### src/rtl/core/crc8_fpb_pkg.sv
// ----------------------------------------------------------------------------
// crc8_fpb_pkg
// Shared types, constants and the CRC-8 byte update for the framed packet
// builder.
// ----------------------------------------------------------------------------
package crc8_fpb_pkg;

  // CRC-8, polynomial 0x31, no reflection, no final XOR
  localparam logic [7:0] CRC_POLY  = 8'h31;
  localparam logic [7:0] CRC_INIT  = 8'hFF;
  localparam logic [7:0] CRC_TOP   = 8'h80;

  localparam logic [7:0] START_RESET = 8'hAA;

  // number of CRC stages: type byte plus four value bytes
  localparam int unsigned NUM_STAGES = 5;

  // byte positions inside one frame, in transmission order
  localparam logic [2:0] POS_START = 3'd0;
  localparam logic [2:0] POS_TYPE  = 3'd1;
  localparam logic [2:0] POS_VAL0  = 3'd2;
  localparam logic [2:0] POS_VAL1  = 3'd3;
  localparam logic [2:0] POS_VAL2  = 3'd4;
  localparam logic [2:0] POS_VAL3  = 3'd5;
  localparam logic [2:0] POS_CRC   = 3'd6;

  // one packet as it moves through the CRC stages
  typedef struct packed {
    logic [7:0]  packet_type;
    logic [31:0] value_bits;
    logic [7:0]  crc;
  } fpb_item_t;

  // one CRC byte update, MSB first, eight shift steps
  function automatic logic [7:0] crc8_byte(input logic [7:0] crc_in,
                                           input logic [7:0] data);
    logic [7:0] c;
    c = crc_in ^ data;
    for (int k = 0; k < 8; k++) begin
      if ((c & CRC_TOP) != 8'h00) begin
        c = {c[6:0], 1'b0} ^ CRC_POLY;
      end else begin
        c = {c[6:0], 1'b0};
      end
    end
    return c;
  endfunction

endpackage

### src/rtl/core/crc8_fpb_crc_pipe.sv
// ----------------------------------------------------------------------------
// crc8_fpb_crc_pipe
// Five-stage CRC pipeline: stage 0 folds in the type byte, stages 1..4 fold
// in the value bytes, least significant first. Per-stage valid and stall.
// ----------------------------------------------------------------------------
module crc8_fpb_crc_pipe (
  input  logic                    clk,
  input  logic                    rst,
  // incoming beat
  input  logic                    item_valid,
  output logic                    item_stall,
  input  logic [7:0]              packet_type,
  input  logic [31:0]             value_bits,
  // finished item toward the serializer
  output logic                    done_valid,
  input  logic                    done_ready,
  output crc8_fpb_pkg::fpb_item_t done_item
);
  import crc8_fpb_pkg::*;

  fpb_item_t                 stage [NUM_STAGES];
  logic [NUM_STAGES-1:0]     vld;
  logic [NUM_STAGES-1:0]     rdy;

  // a stage can take a new item when it is empty or its item moves on
  always_comb begin
    rdy[NUM_STAGES-1] = !vld[NUM_STAGES-1] || done_ready;
    for (int k = NUM_STAGES - 2; k >= 0; k--) begin
      rdy[k] = !vld[k] || rdy[k+1];
    end
  end

  assign item_stall = !rdy[0];
  assign done_valid = vld[NUM_STAGES-1];
  assign done_item  = stage[NUM_STAGES-1];

  // stage valid bits
  always_ff @(posedge clk) begin
    if (rst) begin
      vld <= '0;
    end else begin
      if (rdy[0]) begin
        vld[0] <= item_valid;
      end
      for (int k = 1; k < NUM_STAGES; k++) begin
        if (rdy[k]) begin
          vld[k] <= vld[k-1];
        end
      end
    end
  end

  // stage payload: each stage folds one byte into the running CRC
  always_ff @(posedge clk) begin
    if (rdy[0] && item_valid) begin
      stage[0].packet_type <= packet_type;
      stage[0].value_bits  <= value_bits;
      stage[0].crc         <= crc8_byte(CRC_INIT, packet_type);
    end
    for (int k = 1; k < NUM_STAGES; k++) begin
      if (rdy[k] && vld[k-1]) begin
        stage[k].packet_type <= stage[k-1].packet_type;
        stage[k].value_bits  <= stage[k-1].value_bits;
        stage[k].crc         <= crc8_byte(stage[k-1].crc,
                                          stage[k-1].value_bits[8*(k-1) +: 8]);
      end
    end
  end

  // last stage holds its item while the serializer is busy
  a_hold_last: assert property (@(posedge clk) disable iff (rst)
    (vld[NUM_STAGES-1] && !done_ready) |=>
      (vld[NUM_STAGES-1] && $stable(stage[NUM_STAGES-1])))
    else $error("crc pipe lost or changed a held item");

  // back pressure only when the first stage is occupied
  a_stall_full: assert property (@(posedge clk) disable iff (rst)
    item_stall |-> vld[0])
    else $error("crc pipe stalled while empty");

  // an item in the next-to-last stage moves on when there is room
  a_advance: assert property (@(posedge clk) disable iff (rst)
    (vld[NUM_STAGES-2] && rdy[NUM_STAGES-1]) |=> vld[NUM_STAGES-1])
    else $error("crc pipe dropped an item");

endmodule

### src/rtl/core/crc8_framed_packet_builder_top.sv
// ----------------------------------------------------------------------------
// crc8_framed_packet_builder_top
// Builds a 7-byte frame per packet: start byte, type byte, four value bytes
// (LSB first) and a CRC-8 (poly 0x31, init 0xFF) over the five payload bytes.
// ----------------------------------------------------------------------------
// Each accepted packet leaves as seven beats on the frame channel, one beat
// per cycle when the frame side does not stall; last_byte marks the CRC beat.
// The frame channel sets the sustained packet rate.
// The CRC is built in a five-stage pipeline, one payload byte per stage;
// packets keep entering the pipeline while an earlier frame is being
// sent, and frames follow each other with no idle cycle. The start byte
// comes from the configuration register, which is always ready.
module crc8_framed_packet_builder_top (
  input  logic        clk,
  input  logic        rst,
  // configuration write
  input  logic        cfg_valid,
  output logic        cfg_ready,
  input  logic [7:0]  cfg_data,
  // packet input
  input  logic        item_valid,
  output logic        item_stall,
  input  logic [7:0]  packet_type,
  input  logic [31:0] value_bits,
  // frame output
  output logic        frame_valid,
  input  logic        frame_stall,
  output logic [7:0]  frame_byte,
  output logic        last_byte
);
  import crc8_fpb_pkg::*;

  logic       start_byte;
  logic [7:0] start_reg;

  logic       pipe_valid;
  logic       pipe_ready;
  fpb_item_t  pipe_item;

  logic       ser_valid;
  logic [2:0] ser_pos;
  logic [2:0] ser_pos_next;
  fpb_item_t  ser_item;
  logic       beat_done;
  logic       load;

  // start byte register
  assign cfg_ready = 1'b1;

  always_ff @(posedge clk) begin
    if (rst) begin
      start_reg <= START_RESET;
    end else if (cfg_valid && cfg_ready) begin
      start_reg <= cfg_data;
    end
  end

  // CRC pipeline
  crc8_fpb_crc_pipe u_pipe (
    .clk         (clk),
    .rst         (rst),
    .item_valid  (item_valid),
    .item_stall  (item_stall),
    .packet_type (packet_type),
    .value_bits  (value_bits),
    .done_valid  (pipe_valid),
    .done_ready  (pipe_ready),
    .done_item   (pipe_item)
  );

  // serializer handshake
  assign beat_done    = ser_valid && !frame_stall;
  assign start_byte   = (ser_pos == POS_START);
  assign pipe_ready   = !ser_valid || (beat_done && ser_pos == POS_CRC);
  assign load         = pipe_valid && pipe_ready;
  assign ser_pos_next = ser_pos + 3'd1;

  // serializer control
  always_ff @(posedge clk) begin
    if (rst) begin
      ser_valid <= 1'b0;
      ser_pos   <= POS_START;
    end else if (load) begin
      ser_valid <= 1'b1;
      ser_pos   <= POS_START;
    end else if (beat_done) begin
      if (ser_pos == POS_CRC) begin
        ser_valid <= 1'b0;
        ser_pos   <= POS_START;
      end else begin
        ser_pos <= ser_pos_next;
      end
    end
  end

  // serializer payload
  always_ff @(posedge clk) begin
    if (load) begin
      ser_item <= pipe_item;
    end
  end

  // beat select
  always_comb begin
    case (ser_pos)
      POS_START: frame_byte = start_reg;
      POS_TYPE:  frame_byte = ser_item.packet_type;
      POS_VAL0:  frame_byte = ser_item.value_bits[7:0];
      POS_VAL1:  frame_byte = ser_item.value_bits[15:8];
      POS_VAL2:  frame_byte = ser_item.value_bits[23:16];
      POS_VAL3:  frame_byte = ser_item.value_bits[31:24];
      POS_CRC:   frame_byte = ser_item.crc;
      default:   frame_byte = start_reg;
    endcase
  end

  assign frame_valid = ser_valid;
  assign last_byte   = (ser_pos == POS_CRC);

  // a frame only opens on the start byte position after a load
  a_load_start: assert property (@(posedge clk) disable iff (rst)
    load |=> (frame_valid && start_byte))
    else $error("frame did not open on the start byte");

  // a non-final beat is followed by the next position of the same frame
  a_step: assert property (@(posedge clk) disable iff (rst)
    (beat_done && !last_byte) |=>
      (frame_valid && ser_pos == $past(ser_pos_next)))
    else $error("frame beat skipped or repeated");

  // position counter never runs past the CRC byte
  a_pos_range: assert property (@(posedge clk) disable iff (rst)
    ser_pos <= POS_CRC)
    else $error("frame position out of range");

  // with nothing waiting, the channel goes quiet after the CRC beat
  a_idle_after: assert property (@(posedge clk) disable iff (rst)
    (beat_done && last_byte && !pipe_valid) |=> !frame_valid)
    else $error("beat shown with no frame pending");

endmodule

### config.mk
export PLATFORM = sky130hd
export DESIGN_NAME = crc8_framed_packet_builder_top
export DESIGN_NICKNAME = d
export VERILOG_FILES = /design/src/rtl/core/crc8_fpb_pkg.sv /design/src/rtl/core/crc8_fpb_crc_pipe.sv /design/src/rtl/core/crc8_framed_packet_builder_top.sv
export SDC_FILE = /design/constraint.sdc
export NUM_CORES = 1
export LEC_CHECK = 0
export ABC_CLOCK_PERIOD_IN_PS = 15040
export BUFFER_PORTS_ARGS = -buffer_cell sky130_fd_sc_hd__buf_2
export CAP_MARGIN = 25
export CORE_ASPECT_RATIO = 2
export CORE_MARGIN = 10
export CORE_UTILIZATION = 50
export DETAILED_ROUTE_END_ITERATION = 12
export PLACE_DENSITY = 0.66
export SYNTH_ARGS = -nofsm -noshare
export SYNTH_HDL_FRONTEND = slang
export SYNTH_SLANG_ARGS = --single-unit
### constraint.sdc
create_clock -name clk -period 15.04 [get_ports clk]
set_input_delay 2.256 -clock clk [delete_from_list [all_inputs] [get_ports clk]]
set_output_delay 2.256 -clock clk [all_outputs]
set_load 0.03 [all_outputs]
# --- Word level (Yosys, flattened, before mapping) ---
# Memories as Yosys holds them, arrays and structs flattened. A register that Yosys moved wholly into a read port is not among the register bits.
# Cells that the tools add are included.
totals:
  elab_cells: 182
  memories: 1
  ramBits: 240
  ff_bits: 17
  out_inout_bits: 12
  inputBits: 53
memory_table:
  columns: ["name", "depth", "width", "rd", "rd_clocked_by_memory_dff", "wr", "line", "source"]
  rows:
  - ["u_pipe.stage", 5, 48, 5, 1, 5, "crc8_fpb_crc_pipe.sv:21", "fpb_item_t stage [NUM_STAGES];"]
classes:
  mux: 95
  eq_ne: 6
  n_addsub: 1
  n_bitwise: 45
  reduce_logical: 26
op_table:
  columns: ["operator", "count"]
  rows:
  - ["8-bit two-way mux", 40]
  - ["6-bit two-way mux", 40]
  - ["3-bit NOT", 40]
  - ["8-bit case mux with 6 select lines", 1]
  - ["8-bit XOR", 4]
  - ["1-bit two-way mux", 13]
  - ["3-bit equality test, second input constant", 3]
  - ["1-bit logical AND", 8]
  - ["1-bit zero test", 8]
  - ["8-bit NOT", 1]
  - ["3-bit by 2-bit equality test with 1-bit output, second input constant", 2]
  - ["1-bit logical OR", 6]
  - ["2-bit nonzero test", 2]
  - ["3-bit by 1-bit adder with 3-bit output, second input constant", 1]
  - ["3-bit by 1-bit equality test with 1-bit output, second input constant", 1]
  - ["3-bit two-way mux", 1]
  - ["2-bit AND reduction", 1]
  - ["2-bit OR reduction", 1]

# --- Depth between registers and ports, before layout ---
depth:
  depth_word: 32
  mapped_depth: 8

# --- Modules after synthesis ---
# From an unflattened synthesis, not the netlist that was laid out.
hier_totals:
  hier_cells: 558
  area_unflattened_um2: 10870.4
by_module_without_submodules:
  columns: ["module", "n_inst", "area_per_inst_um2", "cells_each"]
  rows:
  - ["crc8_fpb_crc_pipe", 1, 8323.0, 359]
  - ["crc8_framed_packet_builder_top", 1, 2547.4, 199]

# --- Worst setup path before layout ---
# Ideal clock, no wire load.
synth_timing:
  kind: "input port to flip-flop"
  start: "input port frame_stall"
  end: "memory u_pipe.stage[1][0] (netlist name) (enable)"
  setup_slack_ps: 8346
  cell_stages: 3
  setup_time_ps: 527
  t_arrival_ps: 6166
  cell_sequence: "and4bb_2 -> nor3_1 -> a21boi_0"
synth_rtl:
  columns: ["element", "line", "source"]
  rows:
  - ["start: declaration", "crc8_framed_packet_builder_top.sv:27", "input logic frame_stall,"]
  - ["end: declaration", "crc8_fpb_crc_pipe.sv:21", null]

# --- Worst setup path in the final report ---
layout_timing:
  start: "input port frame_stall"
  end: "output port item_stall"
layout_between:
  elab_chain_len: 10
layout_rtl:
  columns: ["element", "line", "source"]
  rows:
  - ["1-bit zero test", "crc8_framed_packet_builder_top.sv:72", "assign beat_done = ser_valid && !frame_stall;"]
  - ["1-bit logical AND", "crc8_framed_packet_builder_top.sv:72", null]
  - ["1-bit logical AND", "crc8_framed_packet_builder_top.sv:74", "assign pipe_ready = !ser_valid || (beat_done && ser_pos == POS_CRC);"]
  - ["1-bit logical OR", "crc8_framed_packet_builder_top.sv:74", null]
  - ["1-bit logical OR", "crc8_fpb_crc_pipe.sv:27", "rdy[NUM_STAGES-1] = !vld[NUM_STAGES-1] || done_ready;"]
  - ["1-bit logical OR (4 in a row)", "crc8_fpb_crc_pipe.sv:29", "rdy[k] = !vld[k] || rdy[k+1];"]
  - ["1-bit zero test", "crc8_fpb_crc_pipe.sv:33", "assign item_stall = !rdy[0];"]
  - ["end: declaration", "crc8_framed_packet_builder_top.sv:22", "output logic item_stall,"]
# No other way between the ends.

==> impl_metrics.ini <==
[worst_setup_path]
critPathLaunchType = input port
cpPeakStageDelay_ns = 0.55
crit_type = in2out
crit_path_frequent_cell = buf_2
path_cells = buf_2 -> and4bb_2 -> nor3_1 -> and3_1 -> buf_2
critPathRequiredTime_ns = 12.78
critPathCaptureType = output port
slowest_stage = nor3_1
crit_arrival_ns = 3.72
crit_fanout = 5

[global_route]
antenna_found_initial = 0
grt_overflow = 0
grt_use_total_pct = 11.0
grt_pass1_vias = 4603
grt_max_degree = 49
grt_pass1_wl_mm = 23.5

[run]
max-cap-violations = 0

[cts]
insertion_delay_ns = 0.52
htree_num_levels = 1
cts_resized = 0
ctsRootBufferMaster = clkbuf_16
cts.sinks = 305
post-cts-setup-buffer-count = 0
clock_path_buffers = 3
cts_tree = yes
clk_pin_slew_worst_paths_ns = 0.07
cts-buffers-inserted = 25
holdBufCountCts = 0

[die]
core_mm2 = 0.0210
die_y_um = 227
die_x_um = 123
io_pins = 65
initial_utilization_pct = 50.7
rows = 75
die_area_mm2 = 0.0279

[placement]
place_ws_ns = 9.06
place_congestion = 0.814
io_buffers = 63
dp_cells = 844
post-dp-hpwl_mm = 11.3

[finish]
finalNonFillerCells = 891
area_growth_pct = 14.1
nets = 657
seq_area_mm2 = 0.00899
multi_input_area_mm2 = 0.00165
n_antenna_cell = 0
fin_util_pct = 57.9
largest_register_ff_count = 240
n_fill_cell = 1580
drive_above_1_share_pct = 21.2

[worst_hold_path]
hp-class = reg2reg

[synthesis]
synth_edf_count = 288
synth-main-ff-cell = edfxtp_1
syn_area_per_cell_um2 = 20.6
synthTopCellsByArea = edfxtp_1 (81%), xnor2_1 (4.1%), dfxtp_1 (3.2%)
ys_ff_latch = 305
synth_area_mm2 = 0.0107
yosysTopAreaCellShare_pct = 81.1
synth_commonest_cells = edfxtp_1 (288), xnor2_1 (50), xor2_1 (36)
syn-instance-count = 518
yosysUniqueCellTypes = 42
ys_seq_area_share_pct = 84.3
syn_nets = 572
yosysMostFrequentCell = edfxtp_1
yosysTopAreaCell = edfxtp_1
ys_warn_count = 0
ys_async_sr_fraction_pct = 0

[routing]
vias = 4348
drtIter0Drc = 183
viasPerCell = 4.88
wl_per_cell_um = 16.7
drt_first_pass_iters = 5
drtAntennaViolNets = 0
drc_errors = 0
wirelength_mm = 14.9

[run_status]
outcome = complete, no violations

[timing]
slew_viol_final = 0
final.setup.worst_slack_ns = 9.07
fin_crit_ns = 5.97
relSlewSlack_pct = 33.1
rsz0062_at_grt = false
hold_violations = 0
max_slew.worst_pin.slew_ns = 1.00
finalCritPeriodShare_pct = 39.7
finalClockSkew_ns = 0.0215
max_freq_mhz = 167
tns_ns = 0
setup_viol = 0

[pwr]
p_switching_mw = 0.363
seq_power_share_pct = 56.5
pwr-share-clk_pct = 35.1
combPwrFrac_pct = 8.4
leakage_nw = 4.08
netSwitchingFraction_pct = 20.8
cellPowerDensity_mw_per_mm2 = 144
p_int_mw = 1.39
vdd_drop_max_uv = 162
## metrics by stage
stage | hold WS (ns) | total power, mW | instance area (um2)
floorplan | 0.400 | 1.12 | 10700
global placement | 0.402 | 1.15 | 11300
detailed placement | 0.405 | 1.16 | 11400
CTS | 0.411 | 1.78 | 12100
global route | 0.411 | 1.82 | 12200
finish | 0.413 | 1.75 | 12200
## kinds of logic after synthesis
logic type               Yosys count  share of synthesized area, %
AO/OA/AOI/OAI                     41                          2.83
XOR/XNOR                          92                          8.33
adder cells (fa/ha/maj)            1                         0.117
buffers and inverters             14                         0.563
flip-flops                       305                          84.3
multiplexers                      16                          1.60
other                              1                        0.0352
AND/OR/NAND/NOR                   48                          2.22
## per-layer routing
metal	global-route usage (%)	share of wire [%]
met1	9.30	30
met2	22.2	61
met3	2.12	4.5
met4	6.19	4.8
met5	0	0
## final timing paths
kind,to,cells after the start,slack (ns),start
setup / recovery,item_stall,5,9.07,frame_stall
hold / removal,u_pipe.stage[4][30],0,0.41,u_pipe.stage[3][30]
setup reg to reg,u_pipe.stage[2][34],3,12.34,ser_pos[2]
hold reg to reg,u_pipe.stage[4][30],0,0.41,u_pipe.stage[3][30]
## cells in the final DEF, fill, tap and decap left out, drive strengths merged, types with 10 or more instances in the layout
master	instances
dfxtp	17
clkinv	12
nor2	18
nand2	10
edfxtp	288
buf	68
xor2	36
xnor2	54
clkbuf	27
## worst max-delay path, delay by kind of cell
family,cells,cell delay (ns)
buffers and inverters,2,0.32
AND/OR/NAND/NOR,3,1.13
## layout make-up
| cell class | count | area share, % |
|---|---|---|
| flip-flops and latches | 305 | 73.9 |
| multi-input cells | 199 | 13.6 |
| clock buffers | 27 | 5.20 |
| repair buffers | 68 | 3.11 |
| well taps | 269 | 2.77 |
| clock inverters | 19 | 1.32 |
| inverters | 4 | 0.123 |
## power groups by stage
stage          Sequential (mW)  Combinational (mW)  Clock [mW]
6_report                 0.989               0.147       0.614
5_1_grt                  0.992               0.161       0.670
4_1_cts                  0.990               0.152       0.636
3_5_place_dp              1.01               0.152           0
3_3_place_gp              1.01               0.145           0
2_1_floorplan             1.01               0.115           0
Power figures use the tool's default switching activity.
